### src/design/plcl_pkg.sv
`default_nettype none

package plcl_pkg;

  // Commands
  localparam logic CMD_LOAD  = 1'b0;
  localparam logic CMD_QUERY = 1'b1;

  // Result status codes
  localparam logic [1:0] ST_INTERP = 2'd0;
  localparam logic [1:0] ST_EXTRAP = 2'd1;
  localparam logic [1:0] ST_CLAMP  = 2'd2;
  localparam logic [1:0] ST_ZERO_W = 2'd3;

  // Register widths
  localparam int unsigned CNT_W = 7;

  // Divider: 65-bit dividend, 32-bit divisor, one quotient bit per cycle
  localparam int unsigned DVD_W     = 65;
  localparam int unsigned DSR_W     = 32;
  localparam int unsigned DIV_STEPS = 65;
  localparam int unsigned DCNT_W    = 7;

  typedef struct packed {
    logic        command;
    logic [5:0]  entry_index;
    logic [31:0] entry_time_us;
    logic [31:0] entry_iterations;
    logic [31:0] query_time_us;
  } in_item_t;

  typedef struct packed {
    logic [31:0] iterations;
    logic [1:0]  status;
  } out_item_t;

  typedef struct packed {
    logic busy;
    logic done;
  } div_stat_t;

endpackage

`default_nettype wire

### src/design/plcl_div.sv
`default_nettype none

module plcl_div import plcl_pkg::*; (
  input  wire logic             clk,
  input  wire logic             rst_n,
  input  wire logic             start,
  input  wire logic [DVD_W-1:0] dividend,
  input  wire logic [DSR_W-1:0] divisor,
  output logic      [DVD_W-1:0] quotient,
  output div_stat_t             stat
);

  logic              busy_r;
  logic              done_r;
  logic [DCNT_W-1:0] cnt_r;
  logic [DVD_W-1:0]  dvd_r;
  logic [DSR_W-1:0]  rem_r;
  logic [DSR_W-1:0]  dsr_r;

  logic [DSR_W:0]    rem_sh;
  logic [DSR_W:0]    rem_dif;
  logic              ge;

  // Restoring step: dividend bits shift out at the top, quotient bits shift in below
  always_comb begin
    rem_sh  = {rem_r, dvd_r[DVD_W-1]};
    rem_dif = rem_sh - {1'b0, dsr_r};
    ge      = (rem_sh >= {1'b0, dsr_r});
  end

  always_ff @(posedge clk) begin
    if (!rst_n) begin
      busy_r <= 1'b0;
      done_r <= 1'b0;
      cnt_r  <= '0;
    end else begin
      done_r <= 1'b0;
      if (start && !busy_r) begin
        busy_r <= 1'b1;
        cnt_r  <= '0;
      end else if (busy_r) begin
        cnt_r <= cnt_r + DCNT_W'(1);
        if (cnt_r == DCNT_W'(DIV_STEPS - 1)) begin
          busy_r <= 1'b0;
          done_r <= 1'b1;
        end
      end
    end
  end

  always_ff @(posedge clk) begin
    if (start && !busy_r) begin
      dvd_r <= dividend;
      dsr_r <= divisor;
      rem_r <= '0;
    end else if (busy_r) begin
      rem_r <= ge ? rem_dif[DSR_W-1:0] : rem_sh[DSR_W-1:0];
      dvd_r <= {dvd_r[DVD_W-2:0], ge};
    end
  end

  assign quotient  = dvd_r;
  assign stat.busy = busy_r;
  assign stat.done = done_r;

endmodule

`default_nettype wire

### config.mk
export PLATFORM = sky130hd
export DESIGN_NAME = plcl_div
export DESIGN_NICKNAME = d
export VERILOG_FILES = /design/src/design/plcl_pkg.sv /design/src/design/plcl_div.sv
export SDC_FILE = /design/constraint.sdc
export NUM_CORES = 1
export LEC_CHECK = 0
export ABC_AREA = 1
export ABC_CLOCK_PERIOD_IN_PS = 4200
export BUFFER_PORTS_ARGS = -buffer_cell sky130_fd_sc_hd__clkbuf_2
export CAP_MARGIN = 20
export CORE_ASPECT_RATIO = 0.75
export CORE_MARGIN = 5
export CORE_UTILIZATION = 39
export CTS_CLUSTER_SIZE = 30
export DETAILED_ROUTE_END_ITERATION = 10
export GPL_TIMING_DRIVEN = 0
export HOLD_SLACK_MARGIN = 0.02
export SLEW_MARGIN = 0
export SYNTH_ARGS = -nofsm -noshare
export SYNTH_HDL_FRONTEND = slang
export SYNTH_SLANG_ARGS = --single-unit
### constraint.sdc
create_clock -name clk -period 4.2 [get_ports clk]
set_input_delay 0 -clock clk [delete_from_list [all_inputs] [get_ports clk]]
set_output_delay 0 -clock clk [all_outputs]
set_load 0.01 [all_outputs]
---- After elaboration in Yosys (flattened, before gate mapping) ----
Index checks and enable logic that the tools add are counted.
cells by class
  reductions and logical operators ........ 5
  equality and inequality tests ........... 1
  add/sub/neg operators ................... 2
  bitwise logic cells ..................... 2
  mux-type cells .......................... 7
  order comparisons ....................... 1
operators by type and width
  operator                                                        count
  65-bit two-way mux                                              2
  33-bit by 32-bit greater-or-equal comparator with 1-bit output  1
  32-bit two-way mux                                              1
  32-bit subtractor                                               1
  7-bit by 1-bit adder with 7-bit output (second input constant)  1
  7-bit equality test (second input constant)                     1
  1-bit two-way mux                                               4
  3-bit OR reduction                                              1
  1-bit NOT                                                       2
  2-bit nonzero test                                              1
  2-bit OR reduction                                              1
  1-bit logical AND                                               1
  1-bit logical NOT                                               1
word-level totals
  output and inout bits ................... 67
  input bits .............................. 100
  flip-flop bits (word level) ............. 138
  logic and storage cells ................. 24

---- Depth between registers and ports, before layout ----
Gate-level depths: netlist of run 1.
  depth after elaboration ................. 4
  depth in mapped cells ................... 16
  depth with buffers taken out ............ 16

---- Worst setup path after synthesis of run 1 ----
No wires, ideal clock.
  kind .................................... reg2reg
  from .................................... reg busy_r
  to ...................................... reg dvd_r[0] (netlist: quotient[0]) (enable)
  required time ........................... 3.745 ns
  buffers on the path ..................... 1
  cell stages (with the launch flop) ...... 4
  setup slack ............................. 1.132 ns
  library setup time ...................... 0.455 ns
  data arrival time ....................... 2.612 ns
  path through ............................ dfxtp_1 -> nor2_1 -> inv_2 -> buf_1
between the ends
  cells in the longest elaborated chain, start to end .. 3
RTL lines
  what                                     line            text
  start: declaration                       plcl_div.sv:13  logic busy_r;
  start signal: assignment                 plcl_div.sv:33  busy_r <= 1'b0;
  start signal: assignment                 plcl_div.sv:39  busy_r <= 1'b1;
  start signal: assignment                 plcl_div.sv:44  busy_r <= 1'b0;
  1-bit logical NOT                        plcl_div.sv:52  if (start && !busy_r) begin
  1-bit logical AND                        plcl_div.sv:52
  2-bit nonzero test (no source line) (*)  n/a
  end signal: assignment                   plcl_div.sv:53  dvd_r <= dividend;
  end signal: assignment                   plcl_div.sv:58  dvd_r <= {dvd_r[DVD_W-2:0], ge};
  end: declaration                         plcl_div.sv:16  logic [DVD_W-1:0] dvd_r;
Every way passes the cells marked *; elsewhere a longest branch is shown, timed or not.
A chain may end at the register's enable or synchronous reset.

---- Worst setup path in the final report of run 1 ----
  from .................................... reg dvd_r[64] (netlist: quotient[64])
  to ...................................... reg rem_r[28]
between the ends
  cells in the longest elaborated chain, start to end .. 2
  elaborated cells between the ends (all ways) .. 3
  those cells by class .................... add/sub: 1; order compare: 1; mux: 1
RTL lines
  what                                                                                                        line                            text
  32-bit subtractor / 33-bit by 32-bit greater-or-equal comparator with 1-bit output (equally long branches)  plcl_div.sv:27, plcl_div.sv:28
  32-bit two-way mux (*)                                                                                      plcl_div.sv:57                  rem_r <= ge ? rem_dif[DSR_W-1:0] : rem_sh[DSR_W-1:0];
  end signal: assignment                                                                                      plcl_div.sv:57
  end: declaration                                                                                            plcl_div.sv:17                  logic [DSR_W-1:0] rem_r;
Marked as above.

==> metrics.txt, run 1 <==
status=finished, final reports clean; vias in the first global route=7573; antenna-violating nets left=0; setup bufs post-CTS=0; starting density of the core=0.3938; clock sink total=138; async set-reset flop share out of synthesis=0; GR Overflow Total=0; prevailing post-synth register cell=edfxtp_1; post-layout min period=2.679 ns; post-layout util=0.5302; Final WS setup=~1.5 ns; Reg2Reg Depth=15; port buffer count=166; Worst Path Arrival=3.00 ns; setup tns final=0 ns; Clk pwr share=0.326; htree depth=4; worst hold path cell count=4; Clock Path Buffers=2; Psw=0.001727 W; slowest cell on the critical path=edfxtp_1; core area=20950 um2; post-DR vias/cell=4.596; RSZ-0062 raised after global routing=no; crit-path max FO=4; first-pass GRT wire length=38.89 mm; peak supply drop=approximately 0.28 mV; Ports=167; crit start category=register; Die Y-Extent=136.0 um; chip width=177.9 um; Max Freq=roughly 370 MHz; residual DRC count=0; final hold viol count=0; reg2reg start=quotient[64]; count of flip-flops with a built-in enable after synthesis=between 90 and 100; final wirelength=24.48 mm; max-slew violations=0; MaxCap Viol Count=0; WS Path Type=reg -> reg; CP cell instances=inv_1 > ha_1 > fa_1 > inv_1 > nand3_1 > nand3_1 > nand2_1 > nand2_1 > nand2_1 > nand2_1 > nand2_1 > nand3_1 > nand3_2 > nand2_1 > nand2_1; Pleak=5.712 nW; CTS tree=yes; pre-CTS setup slack=1.599 ns; hold path endpoint=rem_r[16]; gpl congestion=slightly above 0.9; critical path capture point type=register; Comb pwr share=0.321; Row Count=46; Clock Pin Slew Worst Setup and Hold Paths=roughly 0.060 ns; Worst R2R Setup Slack=~1.5 ns; syn_nets=1252; Pre-antenna DRT Iters=5; largest net degree at the start of global routing=41; synthesized instance count=1117; # fillers=2024; Iteration-0 DRC Markers=486; final setup fails=0; most frequent CP cell=nand2_1; Flop pwr share=0.353; Max stage delay on crit path=0.48 ns; HP Class=in -> reg; clock latency on the worst-skew pair=0.44 ns; power per cell area=about 450 nW/um2; vias=7827; synthesized flop and latch total=138; Synthesis Warnings=0; Max-slew headroom=0.3863; CTS root buf=clkbuf_16; post-synth cell types=39; post-route cell area=11110 um2; P&R area growth vs syn=34.64%; Worst Path Required=4.52 ns; Placed Area=9490 um2; initial antenna violation count=0; HPWL Detailed=between 15 and 20 mm; wire per inst=14.38 um; Final period util=0.6379; Num CTS Buffers=17; Antenna diodes=0; internal power=~0.0033 W; worst clock skew=0.01418 ns; Final #Nets=1537; beginning of the worst hold path=start; sw frac=0.3434; Worst Tran Pin Value=approximately 0.9 ns; die area=about 24000 um2; total track usage=0.2044; sequential area share after synthesis=0.4526; share of cells above drive strength 1=0.1696; reg2reg end=rem_r[28]; Syn Std Cell Area=8249 um2; syn_area_per_cell=7.385 um2
[area by class of cell]
class / count / area, um2 / area share
clock inverters: 15 / 210.2 / 0.01893
multi-input cells: 771 / 3672 / 0.3306
plain buffers: 31 / 181.4 / 0.01633
clock buffers: 17 / 425.4 / 0.03830
inverters: 177 / 664.4 / 0.05982
flip-flops and latches: 138 / 3734 / 0.3361
well taps: 288 / 360.3 / 0.03244
repair buffers: 266 / 1859 / 0.1674
[repair_timing]
action,4_1_cts,5_1_grt
hold buffers,98,0
endpoints found under the hold margin,103,0
resized for setup,0,0
[through the flow]
step / cells / hold slack [ns] / power (W)
6_report: 1703 / 0.03351 / 0.005028
5_1_grt: 1703 / 0.05275 / 0.005334
4_1_cts: 1703 / 0.03237 / 0.005048
3_5_place_dp: 1573 / 0.1786 / 0.003323
3_3_place_gp: 1571 / 0.1769 / 0.003312
2_1_floorplan: 1117 / 0.09887 / 0.002856
[registers in the layout (all words and copies together), names as in the netlist]
signal    cells
busy_r        1
cnt_r         7
rem_r        32
quotient     65
done_r        1
dsr_r        32
[routing by layer]
| metal | GRT usage | vias up | wire length, um | part of all wire |
|---|---|---|---|---|
| li1 | - | 4062 | - | - |
| met1 | 0.2936 | 3529 | 12020 | 0.49 |
| met2 | 0.3001 | 205 | 10450 | 0.43 |
| met3 | 0.05838 | 31 | 1593 | 0.065 |
| met4 | 0.05796 | 0 | 414 | 0.017 |
| met5 | 0 | - | 0 | 0 |
[cells in the final DEF, fill, tap and decap left out, types with 3 or more instances in the layout]
cell type	count
clkbuf_1	13
edfxtp_1	97
clkbuf_2	167
inv_2	5
ha_1	34
nor2_1	47
buf_2	6
nand4_1	5
dfxtp_1	41
nand3b_1	18
buf_6	5
clkinv_4	3
nor3_1	8
inv_1	171
clkbuf_16	17
nand3_1	78
o21ai_0	5
nand3_2	4
nor2_2	4
o21ai_1	18
o21bai_1	5
xnor2_1	13
inv_6	4
a21oi_1	28
dlygate4sd3_1	98
nand2_2	6
bufinv_16	4
buf_1	3
nand2_1	484
[synth_stat cells, types with 2 or more instances]
cell | count | area [um2]
nor3_1 | 8 | 40.04
o21bai_1 | 5 | 37.54
a21oi_1 | 28 | 140.1
inv_2 | 5 | 18.77
nor3b_1 | 2 | 15.01
xnor2_1 | 13 | 113.9
nand2_2 | 6 | 37.54
buf_4 | 2 | 15.01
ha_1 | 34 | 425.4
buf_2 | 5 | 25.02
nand3b_1 | 18 | 135.1
nand4_1 | 5 | 31.28
edfxtp_1 | 97 | 2913
buf_1 | 4 | 15.01
dfxtp_1 | 41 | 820.8
nand2_1 | 484 | 1817
nor2_2 | 4 | 25.02
o21ai_1 | 18 | 90.09
inv_1 | 171 | 641.9
nand3_2 | 4 | 40.04
clkbuf_1 | 14 | 52.55
o21ai_0 | 5 | 25.02
nand3_1 | 78 | 390.4
nor2_1 | 47 | 176.4
buf_6 | 5 | 56.30
[worst max-delay path by stage]
stage | startpoint | end | slack (ns) | cells past startpoint
6_report | quotient[64] | rem_r[28] | 1.52 | 15
5_1_grt | quotient[64] | rem_r[28] | 1.37 | 15
4_1_cts | quotient[64] | rem_r[28] | 1.59 | 15
3_5_place_dp | quotient[64] | rem_r[28] | 1.60 | 15
3_3_place_gp | busy_r | quotient[26] | -0.38 | 3
2_1_floorplan | busy_r | quotient[0] | 1.13 | 3
[kinds of logic (layout without fill, tap and decap cells)]
kind of cell / after synthesis / in the layout / share of synthesized area
and+or+nand+nor: 665 / 665 / 0.3401
adders and majority gates: 35 / 35 / 0.05400
AOI/OAI and AO/OA: 57 / 57 / 0.03625
xor gates and xnor gates: 14 / 14 / 0.01486
DFF: 138 / 138 / 0.4526
buffers and inverters: 208 / 506 / 0.1022
[power by group through the flow]
stage	logic [W]	clock network, W	registers, W
global route	0.00180	0.00173	0.00180
global placement	0.00151	0	0.00180
detailed placement	0.00153	0	0.00180
floorplan	0.00103	0	0.00182
CTS	0.00160	0.00167	0.00177
finish	0.00162	0.00164	0.00177
[worst max-delay path: cells and delay by family (launching register included)]
| kind | cells | cell delay [ns] |
|---|---|---|
| DFF | 1 | 0.48 |
| buffers and inverters | 2 | 0.25 |
| adders and majority gates | 2 | 0.65 |
| and+or+nand+nor | 11 | 1.17 |
Power figures use the tool's default switching activity.
==> run 2: changes to the inputs <==
--- a/config.mk
+++ b/config.mk
@@ -5,8 +5,8 @@
 export SDC_FILE = /design/constraint.sdc
 export NUM_CORES = 1
 export LEC_CHECK = 0
-export ABC_AREA = 1
-export ABC_CLOCK_PERIOD_IN_PS = 4200
+export ABC_AREA = 0
+export ABC_CLOCK_PERIOD_IN_PS = 2500
 export BUFFER_PORTS_ARGS = -buffer_cell sky130_fd_sc_hd__clkbuf_2
 export CAP_MARGIN = 20
 export CORE_ASPECT_RATIO = 0.75
==> constraint.sdc (replaced) <==
create_clock -name clk -period 2.5 [get_ports clk]
set_input_delay 0 -clock clk [delete_from_list [all_inputs] [get_ports clk]]
set_output_delay 0 -clock clk [all_outputs]
set_load 0.01 [all_outputs]
==> metrics.txt, run 2 <==
Worst Path Required=between 2 and 3 ns; Ports=167; most common cell after layout, fill and taps aside=nand2_1; htree depth=4; Post-synth top cells=nand2_1 (243), edfxtp_1 (97), inv_1 (46); WP buf/inv=1; crit-path max FO=3; count of flip-flops with a built-in enable after synthesis=between 90 and 100; syn_nets=904; P&R area growth vs syn=43.86%; antenna-violating nets left=0; worst clock skew=0.01032 ns; Psw=approximately 0.0035 W; residual DRC count=0; sw frac=0.3626; CTS root buf=clkbuf_16; Row Count=43; starting density of the core=0.3948; vias=approximately 6500; Clock Path Buffers=2; wire per inst=15.44 um; Comb pwr share=0.403; Pleak=4.639 nW; WS Path Type=reg -> reg; synthesized instance count=769; critical path capture point type=register; vias in the first global route=6466; beginning of the worst hold path=divisor[28]; initial antenna violation count=0; gpl congestion=0.8718; RSZ-0062 raised after global routing=yes; Max Freq=318.7 MHz; syn_area_per_cell=9.419 um2; post-DR vias/cell=4.940; CP cell instances=inv_2 > ha_4 > fa_2 > nor2b_2 > o21ba_1 > or4b_4 > a2111oi_4 > nor4_1 > or4_1 > nand4b_1 > or3b_1; synthesized flop and latch total=138; die area=21430 um2; chip width=between 150 and 200 um; status=complete, but fails checks; max reg flops=65; Iteration-0 DRC Markers=412; final hold viol count=0; most frequent cells in the layout=nand2_1 (242), clkbuf_2 (169), dlygate4sd3_1 (99); WHS=around 0.29 ns; GR Overflow Total=0; area fraction of the dominant cell type after synthesis=0.4021; Synth Area in Compound Gates=0.1245; multiplexer area fraction after synthesis=0.03178; port buffer count=166; delay-heaviest family, CP=simple AND/OR/NAND/NOR gates; Worst Path Arrival=3.44 ns; Final #Nets=about 1200; clock sink total=around 140; crit start category=register; XOR/XNOR Fraction of Synth Area=0.03386; Pre-antenna DRT Iters=5; Flop pwr share=0.335; count leader, synth=nand2_1; reg2reg start=quotient[64]; largest net degree at the start of global routing=42; first-pass GRT wire length=32.48 mm; Synth area leaders=edfxtp_1 (40%), nand2_1 (13%), dfxtp_1 (11%); HP Class=in -> reg; sequential area share after synthesis=0.5155; Die Y-Extent=128.0 um; core area=between 15000 and 20000 um2; # fillers=roughly 1600; Synthesis Warnings=0; final wirelength=20.45 mm; HPWL Detailed=13.97 mm; async set-reset flop share out of synthesis=0; Clock Pin Slew Worst Setup and Hold Paths=approximately 0.06 ns; Worst Tran Pin Value=0.6272 ns; share of cells above drive strength 1=0.2507; MaxCap Viol Count=0; total track usage=0.1874; slowest cell on the critical path=or4b_4; peak supply drop=0.3899 mV; Syn Std Cell Area=about 7200 um2; crit path launch=quotient[64]; final setup fails=29; largest family of logic cells by synthesized area=simple AND/OR/NAND/NOR gates; pre-CTS setup slack=-0.7404 ns; CTS tree=yes; Max-slew headroom=0.5819; Num CTS Buffers=17; failing checks=setup timing; internal power=a little over 0.006 W; Final period util=1.255; Synth Area in Adders=0.06150; Antenna diodes=0; max-slew violations=0; Clk pwr share=0.262; post-synth cell types=60; Final WS setup=-0.6379 ns; prevailing post-synth register cell=edfxtp_1; simple-gate share of the synthesized area=0.1914; Max stage delay on crit path=between 0.5 and 0.6 ns; clock latency on the worst-skew pair=0.43 ns; post-layout min period=3.138 ns; power per cell area=916.5 nW/um2; Synth area leader=edfxtp_1
==> run 2: through the flow <==
| step | area, um2 | util | power, W | TNS, ns | cells |
|---|---|---|---|---|---|
| 4_1_cts | 10270 | 0.5600 | 0.009340 | -3.643 | 1321 |
| 5_1_grt | 10420 | 0.5680 | 0.01011 | -12.11 | 1324 |
| 6_report | 10420 | 0.5680 | 0.009550 | -4.811 | 1324 |
| 3_3_place_gp | 8406 | 0.4582 | 0.006318 | -94.99 | 1182 |
| 3_5_place_dp | 8447 | 0.4604 | 0.006354 | -16.80 | 1184 |
| 2_1_floorplan | 7266 | - | 0.005489 | -0.8529 | 769 |
==> run 2: power by group through the flow <==
stage	combinational (W)	sequential [W]	clock [W]
after floorplan	0.00228	0.00321	0
final	0.00384	0.00320	0.00251
after CTS	0.00363	0.00317	0.00254
after detailed placement	0.00316	0.00319	0
after global placement	0.00312	0.00319	0
after global routing	0.00421	0.00325	0.00266
==> run 2: timing repair <==
action	4_1_cts	5_1_grt
setup buffers	8	3
gates cloned	1	0
gates resized for setup	47	24
pin swaps	8	4
setup endpoints to repair	33	45
endpoints found under the hold margin	108	0
hold buffers	99	0
==> run 2: kinds of logic after synthesis <==
kind of cell / count (synthesis)
DFF: 138
buffers and inverters: 77
muxes: 23
AOI/OAI and AO/OA: 139
and+or+nand+nor: 329
adders and majority gates: 35
xor gates and xnor gates: 28
==> run 2: area by class of cell <==
type | count | area (um2) | area share
Clock inverter | 15 | 155.1 | 0.01489
Sequential cell | 138 | 3734 | 0.3583
Inverter | 46 | 172.7 | 0.01657
Clock buffer | 17 | 425.4 | 0.04083
Multi-Input combinational cell | 554 | 3521 | 0.3379
Timing Repair Buffer | 279 | 1956 | 0.1877
Buffer | 28 | 147.6 | 0.01417
Tap cell | 247 | 309.0 | 0.02966
==> run 2: path summary, 6_finish.rpt <==
path / endpoint / slack, ns / cells past startpoint
setup / recovery: rem_r[28] / -0.64 / 11
hold / removal: dsr_r[28] / 0.29 / 2
setup reg to reg: rem_r[28] / -0.64 / 11
hold reg to reg: rem_r[4] / 0.49 / 2
==> run 2: metal layers <==
metal / routed length (um) / vias to the layer above / share of wire / global-route usage
li1: - / 3266 / - / -
met1: 9466 / 3053 / 0.46 / 0.2578
met2: 9521 / 190 / 0.47 / 0.2908
met3: 1046 / 32 / 0.051 / 0.04408
met4: 413 / 0 / 0.020 / 0.06870
met5: 0 / - / 0 / 0
==> run 2: worst register-to-register path, stage by stage, from the launching register on <==
cell and delay [ns]:
edfxtp_1 0.41, inv_2 0.10, ha_4 0.14, fa_2 0.21, nor2b_2 0.05, o21ba_1 0.19, or4b_4 0.51, a2111oi_4 0.40
nor4_1 0.10, or4_1 0.46, nand4b_1 0.12, or3b_1 0.34
==> run 3: changes to the inputs <==
--- a/config.mk
+++ b/config.mk
@@ -12,7 +12,6 @@
 export CORE_ASPECT_RATIO = 0.75
 export CORE_MARGIN = 5
 export CORE_UTILIZATION = 39
-export CTS_CLUSTER_SIZE = 30
 export DETAILED_ROUTE_END_ITERATION = 10
 export GPL_TIMING_DRIVEN = 0
 export HOLD_SLACK_MARGIN = 0.02
==> constraint.sdc (replaced) <==
create_clock -name clk -period 2.5 [get_ports clk]
set_input_delay 0 -clock clk [delete_from_list [all_inputs] [get_ports clk]]
set_output_delay 0 -clock clk [all_outputs]
set_load 0.02 [all_outputs]
==> metrics.txt, run 3 (synthesis gave the netlist of run 2 again) <==
Worst Path Required=2.81 ns; Final period util=1.273; power per cell area=966.1 nW/um2; # fillers=approximately 1600; core area=18350 um2; die area=21430 um2; residual DRC count=0; Worst Path Arrival=3.49 ns; HPWL Detailed=14.05 mm; largest net degree at the start of global routing=38; antenna-violating nets left=0; wire per inst=16.04 um; GR Overflow Total=0; Max Freq=between 300 and 400 MHz; RSZ-0062 raised after global routing=yes; Max-slew headroom=0.5755; Pleak=4.751 nW; delay-heaviest family, CP=simple AND/OR/NAND/NOR gates; port buffer count=166; most frequent cells in the layout=nand2_1 (242), clkbuf_2 (168), dlygate4sd3_1 (99); HP Class=in -> reg; vias in the first global route=about 6400; Num CTS Buffers=17; Antenna diodes=0; clock latency on the worst-skew pair=0.43 ns; vias=6675; final hold viol count=0; most common cell after layout, fill and taps aside=nand2_1; share of cells above drive strength 1=0.2875; worst clock skew=between 0.009 and 0.01 ns; crit-path max FO=2; total track usage=0.1907; status=complete, but fails checks; Max stage delay on crit path=roughly 0.52 ns; final setup fails=12; starting density of the core=0.3948; P&R area growth vs syn=49.72%; Row Count=43; Worst Tran Pin Value=0.6358 ns; Pwr Total=0.01048 W; clock sink total=approximately 140; Die Y-Extent=128.0 um; Stages on worst setup path=11; max-slew violations=0; Iteration-0 DRC Markers=460; Clock Path Buffers=2; post-DR vias/cell=4.985; slowest cell on the critical path=or4b_4; Post-Layout Cell Count=approximately 1300; CP cell instances=inv_2 > ha_4 > fa_2 > nor2b_2 > o21ba_1 > or4b_4 > a2111oi_4 > nor4_1 > or4_1 > nand4b_1 > or3b_1; Clock Pin Slew Worst Setup and Hold Paths=0.07 ns; max reg flops=65; worst hold path cell count=2; Ports=167; Reg2Reg Depth=11; WP buf/inv=1; initial antenna violation count=0; first-pass GRT wire length=32.95 mm; MaxCap Viol Count=0; final wirelength=21.48 mm; peak supply drop=0.4827 mV; crit start category=register; failing checks=setup timing; WS Path Type=reg -> reg; Pre-antenna DRT Iters=5; gpl congestion=0.8763; chip width=167.4 um; placed cell count=1184; htree depth=4; CTS root buf=clkbuf_16; CTS tree=yes; Final #Nets=approximately 1200; critical path capture point type=register; post-layout min period=3.184 ns; Final WS setup=-0.6837 ns; pre-CTS setup slack=-0.7354 ns
-- run 3: path summary, 6_finish.rpt --
| path | from | endpoint | slack [ns] |
|---|---|---|---|
| min reg2reg | rem_r[4] | rem_r[4] | 0.48 |
| max | quotient[64] | rem_r[28] | -0.68 |
| min | divisor[19] | dsr_r[19] | 0.28 |
| max reg2reg | quotient[64] | rem_r[28] | -0.68 |
-- run 3: layer usage --
metal / share of wire / track usage
met5: 0 / 0
met4: 0.026 / 0.07204
met3: 0.055 / 0.04778
met2: 0.45 / 0.2799
met1: 0.47 / 0.2728
-- run 3: metrics by stage --
| step | utilization | hold slack [ns] | cell area (um2) | TNS, ns |
|---|---|---|---|---|
| floorplan | - | 0.09887 | 7272 | -1.291 |
| global placement | 0.4585 | 0.1778 | 8412 | -92.53 |
| detailed placement | 0.4608 | 0.1787 | 8453 | -14.65 |
| CTS | 0.5710 | 0.2665 | 10480 | -2.361 |
| global route | 0.5911 | 0.2741 | 10840 | -5.523 |
| finish | 0.5911 | 0.2850 | 10840 | -2.345 |
-- run 3: timing repair --
action	4_1_cts	5_1_grt
pin swaps	10	14
setup buffers	15	9
cloned	1	2
gates resized for setup	67	75
hold buffers	99	0
hold endpoints to repair	108	0
setup endpoints to repair	33	70
-- run 3: worst reg2reg max path, cell delays in order (launching register included) --
cell       delay [ns]
edfxtp_1         0.41
inv_2            0.10
ha_4             0.14
fa_2             0.20
nor2b_2          0.05
o21ba_1          0.18
or4b_4           0.52
a2111oi_4        0.43
nor4_1           0.11
or4_1            0.46
nand4b_1         0.13
or3b_1           0.34
-- run 3: power by group --
group	leakage [nW]	switching [W]	total, W	internal (W)
clock network	0.292	0.00113	0.00264	0.00151
logic	3.15	0.00238	0.00460	0.00221
registers	1.31	0.000348	0.00324	0.00289
total	4.75	0.00386	0.0105	0.00662
-- run 3: area by class of cell --
cell class / count / area (um2) / share of cell area
inverter: 46 / 172.7 / 0.01592
timing repair buffer: 294 / 2111 / 0.1946
buffer: 28 / 177.7 / 0.01638
multi-input combinational: 554 / 3731 / 0.3441
clock buffer: 17 / 425.4 / 0.03923
clock inverter: 15 / 180.2 / 0.01661
sequential: 138 / 3737 / 0.3446
tap: 247 / 309.0 / 0.02850
